--- src/rtl/core/lrusr_pkg.sv ---
// ----------------------------------------------------------------------------
// LRU stack page replacement package
// Sizes, the controller-to-datapath command word and page width conversions.
// ----------------------------------------------------------------------------
package lrusr_pkg;

    localparam int FRAMES    = 8;
    localparam int PAGE_BITS = 16;

    // Fixed widths of the stream fields.
    localparam int IN_PAGE_W = 16;
    localparam int EVP_W     = 16;
    localparam int OCC_W     = 4;
    localparam int IN_W      = 16;
    localparam int OUT_W     = 24;

    localparam int IDX_W = (FRAMES > 1) ? $clog2(FRAMES) : 1;
    localparam int CNT_W = $clog2(FRAMES + 1);

    typedef logic [PAGE_BITS-1:0] page_t;
    typedef logic [CNT_W-1:0]     count_t;
    typedef logic [IDX_W-1:0]     index_t;

    typedef struct packed {
        logic load_page;
        logic update;
    } lrusr_cmd_t;

    // Only the low PAGE_BITS bits of a referenced page are used.
    function automatic page_t page_from_input(input logic [IN_PAGE_W-1:0] value);
        page_t p;
        p = '0;
        for (int i = 0; i < PAGE_BITS; i++)
        begin
            if (i < IN_PAGE_W)
            begin
                p[i] = value[i];
            end
        end
        return p;
    endfunction

    function automatic logic [EVP_W-1:0] page_to_output(input page_t value);
        logic [EVP_W-1:0] r;
        r = '0;
        for (int i = 0; i < EVP_W; i++)
        begin
            if (i < PAGE_BITS)
            begin
                r[i] = value[i];
            end
        end
        return r;
    endfunction

    function automatic logic [OCC_W-1:0] count_to_occupancy(input count_t value);
        logic [OCC_W-1:0] r;
        r = '0;
        for (int i = 0; i < OCC_W; i++)
        begin
            if (i < CNT_W)
            begin
                r[i] = value[i];
            end
        end
        return r;
    endfunction

endpackage

--- src/rtl/core/lrusr_ctrl.sv ---
// ----------------------------------------------------------------------------
// LRU stack controller
// Sequences one reference at a time: capture the page, then update the stack
// and load the result register once that register is free.
// ----------------------------------------------------------------------------
module lrusr_ctrl
(
    input  logic                clk,
    input  logic                rst_n,
    input  logic                in_valid,
    output logic                in_ready,
    output logic                out_valid,
    input  logic                out_ready,
    output lrusr_pkg::lrusr_cmd_t cmd
);
    import lrusr_pkg::*;

    typedef enum logic [0:0] {
        ST_IDLE,
        ST_UPDATE
    } state_t;

    state_t state_reg;
    logic   out_valid_reg;
    logic   result_free;

    // The result register can take a new word when empty or being drained.
    assign result_free = !out_valid_reg || out_ready;

    assign in_ready      = (state_reg == ST_IDLE);
    assign out_valid     = out_valid_reg;
    assign cmd.load_page = (state_reg == ST_IDLE) && in_valid;
    assign cmd.update    = (state_reg == ST_UPDATE) && result_free;

    always_ff @(posedge clk or negedge rst_n)
    begin
        if (!rst_n)
        begin
            state_reg     <= ST_IDLE;
            out_valid_reg <= 1'b0;
        end
        else
        begin
            case (state_reg)
                ST_IDLE:
                begin
                    if (out_ready)
                    begin
                        out_valid_reg <= 1'b0;
                    end
                    if (in_valid)
                    begin
                        state_reg <= ST_UPDATE;
                    end
                end
                ST_UPDATE:
                begin
                    if (result_free)
                    begin
                        out_valid_reg <= 1'b1;
                        state_reg     <= ST_IDLE;
                    end
                end
                default:
                begin
                    state_reg     <= ST_IDLE;
                    out_valid_reg <= 1'b0;
                end
            endcase
        end
    end

endmodule

--- src/rtl/core/lrusr_datapath.sv ---
// ----------------------------------------------------------------------------
// LRU stack datapath
// Holds the stack of resident pages, compares all slots against the captured
// page and performs the hit, push or evict update in one step.
// ----------------------------------------------------------------------------
module lrusr_datapath
(
    input  logic                            clk,
    input  logic                            rst_n,
    input  lrusr_pkg::lrusr_cmd_t           cmd,
    input  logic [lrusr_pkg::IN_PAGE_W-1:0] page_number,
    output logic                            hit,
    output logic                            evict_valid,
    output logic [lrusr_pkg::EVP_W-1:0]     evicted_page,
    output logic [lrusr_pkg::OCC_W-1:0]     occupancy
);
    import lrusr_pkg::*;

    page_t              entries_reg [FRAMES];
    logic [FRAMES-1:0]  valid_reg;
    count_t             count_reg;
    page_t              page_reg;

    logic               hit_reg;
    logic               evict_reg;
    logic [EVP_W-1:0]   evp_reg;
    logic [OCC_W-1:0]   occ_reg;

    logic [FRAMES-1:0]  match;
    logic               found;
    index_t             found_idx;
    logic               full;
    count_t             top;

    page_t              entries_next [FRAMES];
    logic [FRAMES-1:0]  valid_next;
    count_t             count_next;

    assign full = (count_reg == count_t'(FRAMES));
    assign top  = count_reg - count_t'(1);

    always_comb
    begin
        for (int i = 0; i < FRAMES; i++)
        begin
            match[i] = valid_reg[i] && (count_t'(i) < count_reg)
                       && (entries_reg[i] == page_reg);
        end
    end

    // The lowest matching slot wins; pages are never stored twice.
    always_comb
    begin
        found     = 1'b0;
        found_idx = '0;
        for (int i = FRAMES - 1; i >= 0; i--)
        begin
            if (match[i])
            begin
                found     = 1'b1;
                found_idx = index_t'(i);
            end
        end
    end

    always_comb
    begin
        count_next = count_reg;
        for (int i = 0; i < FRAMES; i++)
        begin
            entries_next[i] = entries_reg[i];
            valid_next[i]   = valid_reg[i];
        end
        if (found)
        begin
            // Slots from the hit up to below the top shift down; page goes on top.
            for (int i = 0; i < FRAMES - 1; i++)
            begin
                if ((index_t'(i) >= found_idx) && (count_t'(i + 1) < count_reg))
                begin
                    entries_next[i] = entries_reg[i + 1];
                    valid_next[i]   = valid_reg[i + 1];
                end
            end
            for (int i = 0; i < FRAMES; i++)
            begin
                if (count_t'(i) == top)
                begin
                    entries_next[i] = page_reg;
                    valid_next[i]   = 1'b1;
                end
            end
        end
        else if (!full)
        begin
            for (int i = 0; i < FRAMES; i++)
            begin
                if (count_t'(i) == count_reg)
                begin
                    entries_next[i] = page_reg;
                    valid_next[i]   = 1'b1;
                end
            end
            count_next = count_reg + count_t'(1);
        end
        else
        begin
            for (int i = 0; i < FRAMES - 1; i++)
            begin
                entries_next[i] = entries_reg[i + 1];
                valid_next[i]   = valid_reg[i + 1];
            end
            entries_next[FRAMES-1] = page_reg;
            valid_next[FRAMES-1]   = 1'b1;
        end
    end

    always_ff @(posedge clk or negedge rst_n)
    begin
        if (!rst_n)
        begin
            valid_reg <= '0;
            count_reg <= '0;
        end
        else if (cmd.update)
        begin
            valid_reg <= valid_next;
            count_reg <= count_next;
        end
    end

    always_ff @(posedge clk)
    begin
        if (cmd.load_page)
        begin
            page_reg <= page_from_input(page_number);
        end
        if (cmd.update)
        begin
            for (int i = 0; i < FRAMES; i++)
            begin
                entries_reg[i] <= entries_next[i];
            end
            hit_reg   <= found;
            evict_reg <= !found && full;
            evp_reg   <= (!found && full) ? page_to_output(entries_reg[0]) : '0;
            occ_reg   <= count_to_occupancy(count_next);
        end
    end

    assign hit          = hit_reg;
    assign evict_valid  = evict_reg;
    assign evicted_page = evp_reg;
    assign occupancy    = occ_reg;

endmodule

--- src/rtl/core/lru_stack_page_replacement.sv ---
// ----------------------------------------------------------------------------
// LRU stack page replacement
// Tracks resident pages in least-recently-used order and reports evictions.
// ----------------------------------------------------------------------------
// Each input word names a referenced page; each reference yields exactly one
// output word with the hit flag, the eviction flag, the evicted page (zero
// when nothing was evicted) and the number of resident pages afterwards.
// A reference is handled in steps: first the page is captured, then all stack
// slots are compared at once and the stack is shifted and written. The
// next page is taken while the previous result still waits in the output
// register; the update step stalls only when that register is still full.
// After reset the stack is empty and usable at once.
// ----------------------------------------------------------------------------
module lru_stack_page_replacement
(
    input  logic                        clk,
    input  logic                        rst_n,
    input  logic                        s_axis_tvalid,
    output logic                        s_axis_tready,
    // [15:0] page_number
    input  logic [lrusr_pkg::IN_W-1:0]  s_axis_tdata,
    output logic                        m_axis_tvalid,
    input  logic                        m_axis_tready,
    // [0] hit, [1] evict_valid, [17:2] evicted_page, [21:18] occupancy,
    // [23:22] zero
    output logic [lrusr_pkg::OUT_W-1:0] m_axis_tdata
);
    import lrusr_pkg::*;

    lrusr_cmd_t        cmd;
    logic              hit;
    logic              evict_valid;
    logic [EVP_W-1:0]  evicted_page;
    logic [OCC_W-1:0]  occupancy;

    lrusr_ctrl u_ctrl
    (
        .clk       (clk),
        .rst_n     (rst_n),
        .in_valid  (s_axis_tvalid),
        .in_ready  (s_axis_tready),
        .out_valid (m_axis_tvalid),
        .out_ready (m_axis_tready),
        .cmd       (cmd)
    );

    lrusr_datapath u_datapath
    (
        .clk          (clk),
        .rst_n        (rst_n),
        .cmd          (cmd),
        .page_number  (s_axis_tdata[IN_PAGE_W-1:0]),
        .hit          (hit),
        .evict_valid  (evict_valid),
        .evicted_page (evicted_page),
        .occupancy    (occupancy)
    );

    assign m_axis_tdata = {2'b00, occupancy, evicted_page, evict_valid, hit};

endmodule
--- config.mk ---
export PLATFORM = sky130hd
export DESIGN_NAME = lru_stack_page_replacement
export DESIGN_NICKNAME = d
export VERILOG_FILES = /design/src/rtl/core/lrusr_pkg.sv /design/src/rtl/core/lrusr_ctrl.sv /design/src/rtl/core/lrusr_datapath.sv /design/src/rtl/core/lru_stack_page_replacement.sv
export SDC_FILE = /design/constraint.sdc
export NUM_CORES = 1
export LEC_CHECK = 0
export CORE_MARGIN = 1.5
export CORE_UTILIZATION = 59
export DETAILED_ROUTE_END_ITERATION = 12
export DONT_BUFFER_PORTS = 1
export PLACE_DENSITY = 0.78
export SYNTH_ARGS = -nofsm -noshare
export SYNTH_HDL_FRONTEND = slang
export SYNTH_SLANG_ARGS = --single-unit
--- constraint.sdc ---
create_clock -name clk -period 11.26 [get_ports clk]
set_clock_uncertainty 0.1 [all_clocks]
set_input_delay 1.689 -clock clk [delete_from_list [all_inputs] [get_ports clk]]
set_output_delay 1.689 -clock clk [all_outputs]
set_load 0.005 [all_outputs]
# Yosys cells after proc, flatten, opt, wreduce, memory -nomap -nowiden
# Memories as Yosys holds them, arrays and structs flattened.
# Cells that the tools add are included.
# word_totals
ff_bits	52
ramBits	128
in_bits	20
word_cells	192
n_memories	1
# classes
n_addsub	2
order_cmp	15
n_eq_ne	33
muxes	76
n_bitwise	1
reduce_logical	48
# memory_table
memory	depth	word_bits	read_ports	rd_ports_with_merged_regs	wr	line	rtl
u_datapath.entries_reg	8	16	8	0	8	lrusr_datapath.sv:19	page_t entries_reg [FRAMES];
# ops
operator	n
16-bit two-way mux	23
128-bit two-way mux	2
16-bit == test	8
1-bit two-way mux	37
3-bit by 4-bit == test with 1-bit output, first input constant	8
1-bit logical AND	26
3-bit two-way mux	8
3-bit AND reduction	8
3-bit nonzero test	8
3-bit inequality test, second input constant	7
2-bit by 4-bit == test with 1-bit output, first input constant	4
3-bit by 4-bit < comparator with 1-bit output, first input constant	4
8-bit two-way mux	2
3-bit >= comparator, first input constant	3
1-bit by 4-bit == test with 1-bit output, first input constant	2
4-bit zero test	2
1-bit by 4-bit < comparator with 1-bit output, first input constant	2
2-bit by 4-bit < comparator with 1-bit output, first input constant	2
4-bit two-way mux	2
1-bit by 3-bit >= comparator with 1-bit output, first input constant	2
2-bit by 3-bit >= comparator with 1-bit output, first input constant	2
4-bit by 1-bit adder with 4-bit output, second input constant	1
4-bit == test, second input constant	1
2-bit inequality test, second input constant	2
7 further kinds	9

# Depth between registers and ports, before layout
# logic_depth
word_depth	16
mapped_depth	14

# Modules after synthesis
# Synthesis repeated with hierarchy kept, for this count alone.
# hier_totals
hier_cells	768
area_unflattened_um2	10003.3
# by_module_without_submodules
module	instances	cells_per_inst	area_each_um2	seq_area_each_um2
lrusr_datapath	1	755	9875.7	5285.1
lrusr_ctrl	1	8	93.8	50.0
lru_stack_page_replacement	1	5	33.8	0.0

# Least setup slack after synthesis
# OpenSTA, ideal clock, no wires.
# synth_path
path_type	reg2reg
start	register u_datapath.count_reg[0] (netlist name)
end	memory u_datapath.entries_reg[1][16] (netlist name), enable pin
setup_time_ps	419
arrival_time_ps	3758
path_slack_ps	6982
stages_incl_launch_ff	12
n_path_buf	1
period_less_slack_ps	4278
path_cell_list	dfrtp_1 -> inv_1 -> ha_1 -> buf_2 -> inv_1 -> a21oi_1 -> or4_1 -> or4_4 -> nand4_4 -> o21ai_0 -> and3b_1 -> a211oi_1
# synth_rtl
element	line
end, declared	lrusr_datapath.sv:19

# Worst setup path after layout
# layout_path
start	register u_datapath.count_reg[0]
end	register u_datapath.valid_reg[1]
# layout_via
elab_chain_cells	15
elab_cells_between_ends	52
# layout_lines
element	line	rtl
start, declared	lrusr_datapath.sv:21	count_t count_reg;
start signal, assigned	lrusr_datapath.sv:128	count_reg <= count_next;
3-bit by 4-bit < comparator with 1-bit output	lrusr_datapath.sv:46	match[i] = valid_reg[i] && (count_t'(i) < count_reg)
1-bit logical AND	lrusr_datapath.sv:46	
1-bit logical AND	lrusr_datapath.sv:47	&& (entries_reg[i] == page_reg);
3-bit two-way mux (8 in a row)	lrusr_datapath.sv:58	if (match[i])
1-bit by 3-bit >= comparator with 1-bit output	lrusr_datapath.sv:79	if ((index_t'(i) >= found_idx) && (count_t'(i + 1) < count_reg))
1-bit logical AND	lrusr_datapath.sv:79	
3-bit inequality test (no source line)	n/a	
3-bit AND reduction (no source line)	n/a	
end signal, assigned	lrusr_datapath.sv:127	valid_reg <= valid_next;
end, declared	lrusr_datapath.sv:20	logic [FRAMES-1:0] valid_reg;
# Parallel ways exist; a longest one is shown, timed or not.
# A chain may end at the register's enable or synchronous reset.

==> metrics list <==
- Final critical path time including I/O delays and setup: 4.81 ns
- The first detailed-routing pass took 5 iterations.
* Total I/O pin count: 46
* Met1 track utilization from global routing: 0.276
* WP data required: 11.48 ns
- Setup violations remaining at the end of the flow were counted as 0.
- The total area inside the core boundary comes to 0.0159 sq mm.
* Sum Neg Setup Slack: 0 ns
- The H-tree generated during clock tree synthesis spans 4 levels.
- Fraction of final layout cells with drive strength greater than 1: 0.267
* DRT iter0 DRCs: 298
* Post-Layout Cell Count: 872
- GRT Util Overall: 0.233
- The die covers 0.0170 sq mm.
- Of the total synthesized cell area, the portion taken by XOR and XNOR cells is 0.121.
- Counting every instance in the synthesized netlist gives 668.
- The library cell used most frequently in the layout, excluding fill and tap cells, is sky130_fd_sc_hd__edfxtp_1.
- Most used flip-flop cell after synthesis: sky130_fd_sc_hd__edfxtp_1
- Number of inserted diodes: 0
* Detailed-route vias per instance: 5.95
- met2 is the most crowded layer.
- Entering global routing, the biggest net connects 37 pins.
- Clock-pin slew was measured on the worst setup and hold paths at 0.07 ns.
- Final critical-path share of the clock period: 0.428
- Remaining DRCs: 0
* Most used cells in the layout excluding fill and tap cells: sky130_fd_sc_hd__edfxtp_1 (166), sky130_fd_sc_hd__mux2_2 (79), sky130_fd_sc_hd__xnor2_1 (73)
- For this run, global-route usage on met2 was measured as 0.404.
- Timing would allow up to 208 MHz.
- Before CTS, the worst setup slack after placement is 6.56 ns.
- Of all flip-flops after synthesis, the portion carrying an async set or reset was 0.0778.
- Counting instances, the worst hold path has a depth of 1.
* Die width: 130 um
- Via count: 5192
- Setup slack closes at 6.45 ns.
* Core Util, Final: 0.644
* Congestion Overflow GR: 0
- Data arrives at the worst endpoint at 5.03 ns.
- The HPWL after detailed placement is 13.3 mm.
- Slew @ Worst Pin: 1.24 ns
- The worst setup path is of the reg2reg kind.
* Worst Setup End Kind: register
- The worst register-to-register path has a depth of 11.
* Number of max-cap violations: 0
- Post-CTS Hold Fix Bufs: 0
- Synthesized-area fraction occupied by adder cells: 0.00913
* Layout Area Growth over Synthesis: 6.66%
- After clock tree synthesis, the setup repair step added 0 buffers.
* Vias in the first global route: 5291
- The initial antenna violation count is 0.
- Fraction of the mapped netlist area in simple logic gates: 0.0731
* Slew Limit Fails: 0
* Mapped Area: 0.00959 sq mm
* Crit path max-delay cell type: sky130_fd_sc_hd__a211oi_2
* Synth cell types: 56
- Warning count from the yosys run: 0
- The initial utilization of the core area, before any placement, comes to 0.604.
* DIE HEIGHT: 130 um
- Yosys mapped a number of flops with a built-in enable equal to 166.
* TritonCTS Buffers: 17
- The number of hold violations in the final report came to 0.
- The average instance in the mapped netlist occupies 14.4 sq um.
- Routability cong.: 0.836
- In this design, the stage delay of the slowest critical-path cell is 1.05 ns.
- Kind of start point of the critical path: register
- In this run the static leakage power is 0.00348 uW.
- The routed design has 18.4 mm of wire.
- The flow ran to the end, and the final reports show no timing, DRC or antenna violations.
* Main combinational cell family by area after synthesis: multiplexers
* Placed cells: 840
* Number of input and output port buffers inserted: 0
- After detailed routing, the average wire length per cell comes to 21.1 um.
- Measured against its own limit, the worst slew margin works out to 0.171.
* CP cell instances: inv_1 -> ha_1 -> nand2b_1 -> o2111ai_1 -> nor3_1 -> a22oi_2 -> nand4_4 -> nor2_4 -> a211oi_1 -> a211oi_2 -> mux2_2
- Peak VDD IR: 137 uV
* Worst hold margin: 0.429 ns
- Count of cells resized by post-cts repair: 0
- For the worst-skew pair, the clock arrives at the later sink with an insertion delay of 0.44 ns.
- Compound-Gate Fraction of Synth Area: 0.0406
* Multiplexer share of the synthesized area: 0.161
* RSZ-0062 raised after global routing: no
* Post-route antenna net violation count: 0
* Clock tree from TritonCTS: yes
- Root Driver: sky130_fd_sc_hd__clkbuf_16
- Sequential cell area fraction in the yosys report: 0.556
- Number of flip-flops in the largest register: 128
- Counting every sink on the clock net gives 180.
- Critical Path Fanout Max: 36
* Fin nets: 670
- Standard-cell rows: 46
- Routing usage on met3: 0.0440
- Counting along the longest clock path gives a buffer depth of 2.
- First-pass GRT wire length: 29.0 mm
* PD cells: 231 mW/mm^2
* Path category of the worst min-delay check: reg2reg
- Counting flops and latches in the post-synthesis netlist gives 180.
## where the power goes
part	leakage, uW	total, uW	switching (uW)	internal [uW]
sequential	0.00167	1080	147	930
clock	0.000297	641	248	393
combinational	0.00152	640	332	308
total	0.00348	2360	726	1630
## worst paths after layout
path                                                             to  slack (ns)                                start
worst min register to register  u_datapath.valid_reg[7]$_DFFE_PN0P_        0.43  u_datapath.valid_reg[7]$_DFFE_PN0P_
worst max-delay path            u_datapath.valid_reg[1]$_DFFE_PN0P_        6.45  u_datapath.count_reg[0]$_DFFE_PN0P_
worst min-delay path            u_datapath.valid_reg[7]$_DFFE_PN0P_        0.43  u_datapath.valid_reg[7]$_DFFE_PN0P_
min in group asynchronous       u_datapath.count_reg[0]$_DFFE_PN0P_        0.83                                rst_n
max in group asynchronous                u_ctrl.state_reg$_DFF_PN0_       10.14                                rst_n
worst max register to register  u_datapath.valid_reg[1]$_DFFE_PN0P_        6.45  u_datapath.count_reg[0]$_DFFE_PN0P_
## critical path, delay by kind of cell (launching register included)
| kind | cells | cell delay (ns) |
|---|---|---|
| muxes | 1 | 0.43 |
| adders and majority gates | 1 | 0.39 |
| and+or+nand+nor | 4 | 1.27 |
| DFF | 1 | 0.49 |
| AOI/OAI and AO/OA | 4 | 1.78 |
| buffers and inverters | 1 | 0.20 |
## stage by stage
stage | total power [uW] | instance area [sq um]
global placement | 1700 | 9590
CTS | 2370 | 10200
floorplan | 1580 | 9590
detailed placement | 1730 | 9590
global route | 2460 | 10200
finish | 2360 | 10200
## synth_stat cells (all sizes together) (7+ instances only)
cell type | instances | area share
nand2 | 17 | 0.0067
ha | 7 | 0.0091
a21oi | 13 | 0.011
xnor2 | 73 | 0.067
nor3 | 9 | 0.0059
and3 | 18 | 0.012
nor2 | 16 | 0.0070
dfrtp | 14 | 0.037
mux2 | 120 | 0.16
a211oi | 9 | 0.0091
inv | 8 | 0.0031
nor4 | 13 | 0.0085
edfxtp | 166 | 0.52
buf | 47 | 0.033
nand4 | 21 | 0.015
xor2 | 59 | 0.054
## layout make-up
class                   instances  area, sq um
clock buffers                  19          433
clock inverters                13          206
fillers                      1125         5660
inverters                       9         33.8
multi-input cells             427         3890
flip-flops and latches        180         5340
well taps                     216          270
repair buffers                  8         60.1
## logic make-up after synthesis
| family | after synthesis |
|---|---|
| flip-flops | 180 |
| XOR/XNOR | 132 |
| multiplexers | 124 |
| AND/OR/NAND/NOR | 119 |
| buffers and inverters | 62 |
| AO/OA/AOI/OAI | 43 |
| adder cells (fa/ha/maj) | 7 |
| other | 1 |
## layer usage
metal | vias up | wire (um)
li1 | 2398 | -
met5 | - | 0
met4 | 0 | 805
met3 | 45 | 717
met2 | 177 | 9440
met1 | 2572 | 7460
No activity file was read; power rests on OpenSTA's default activity.
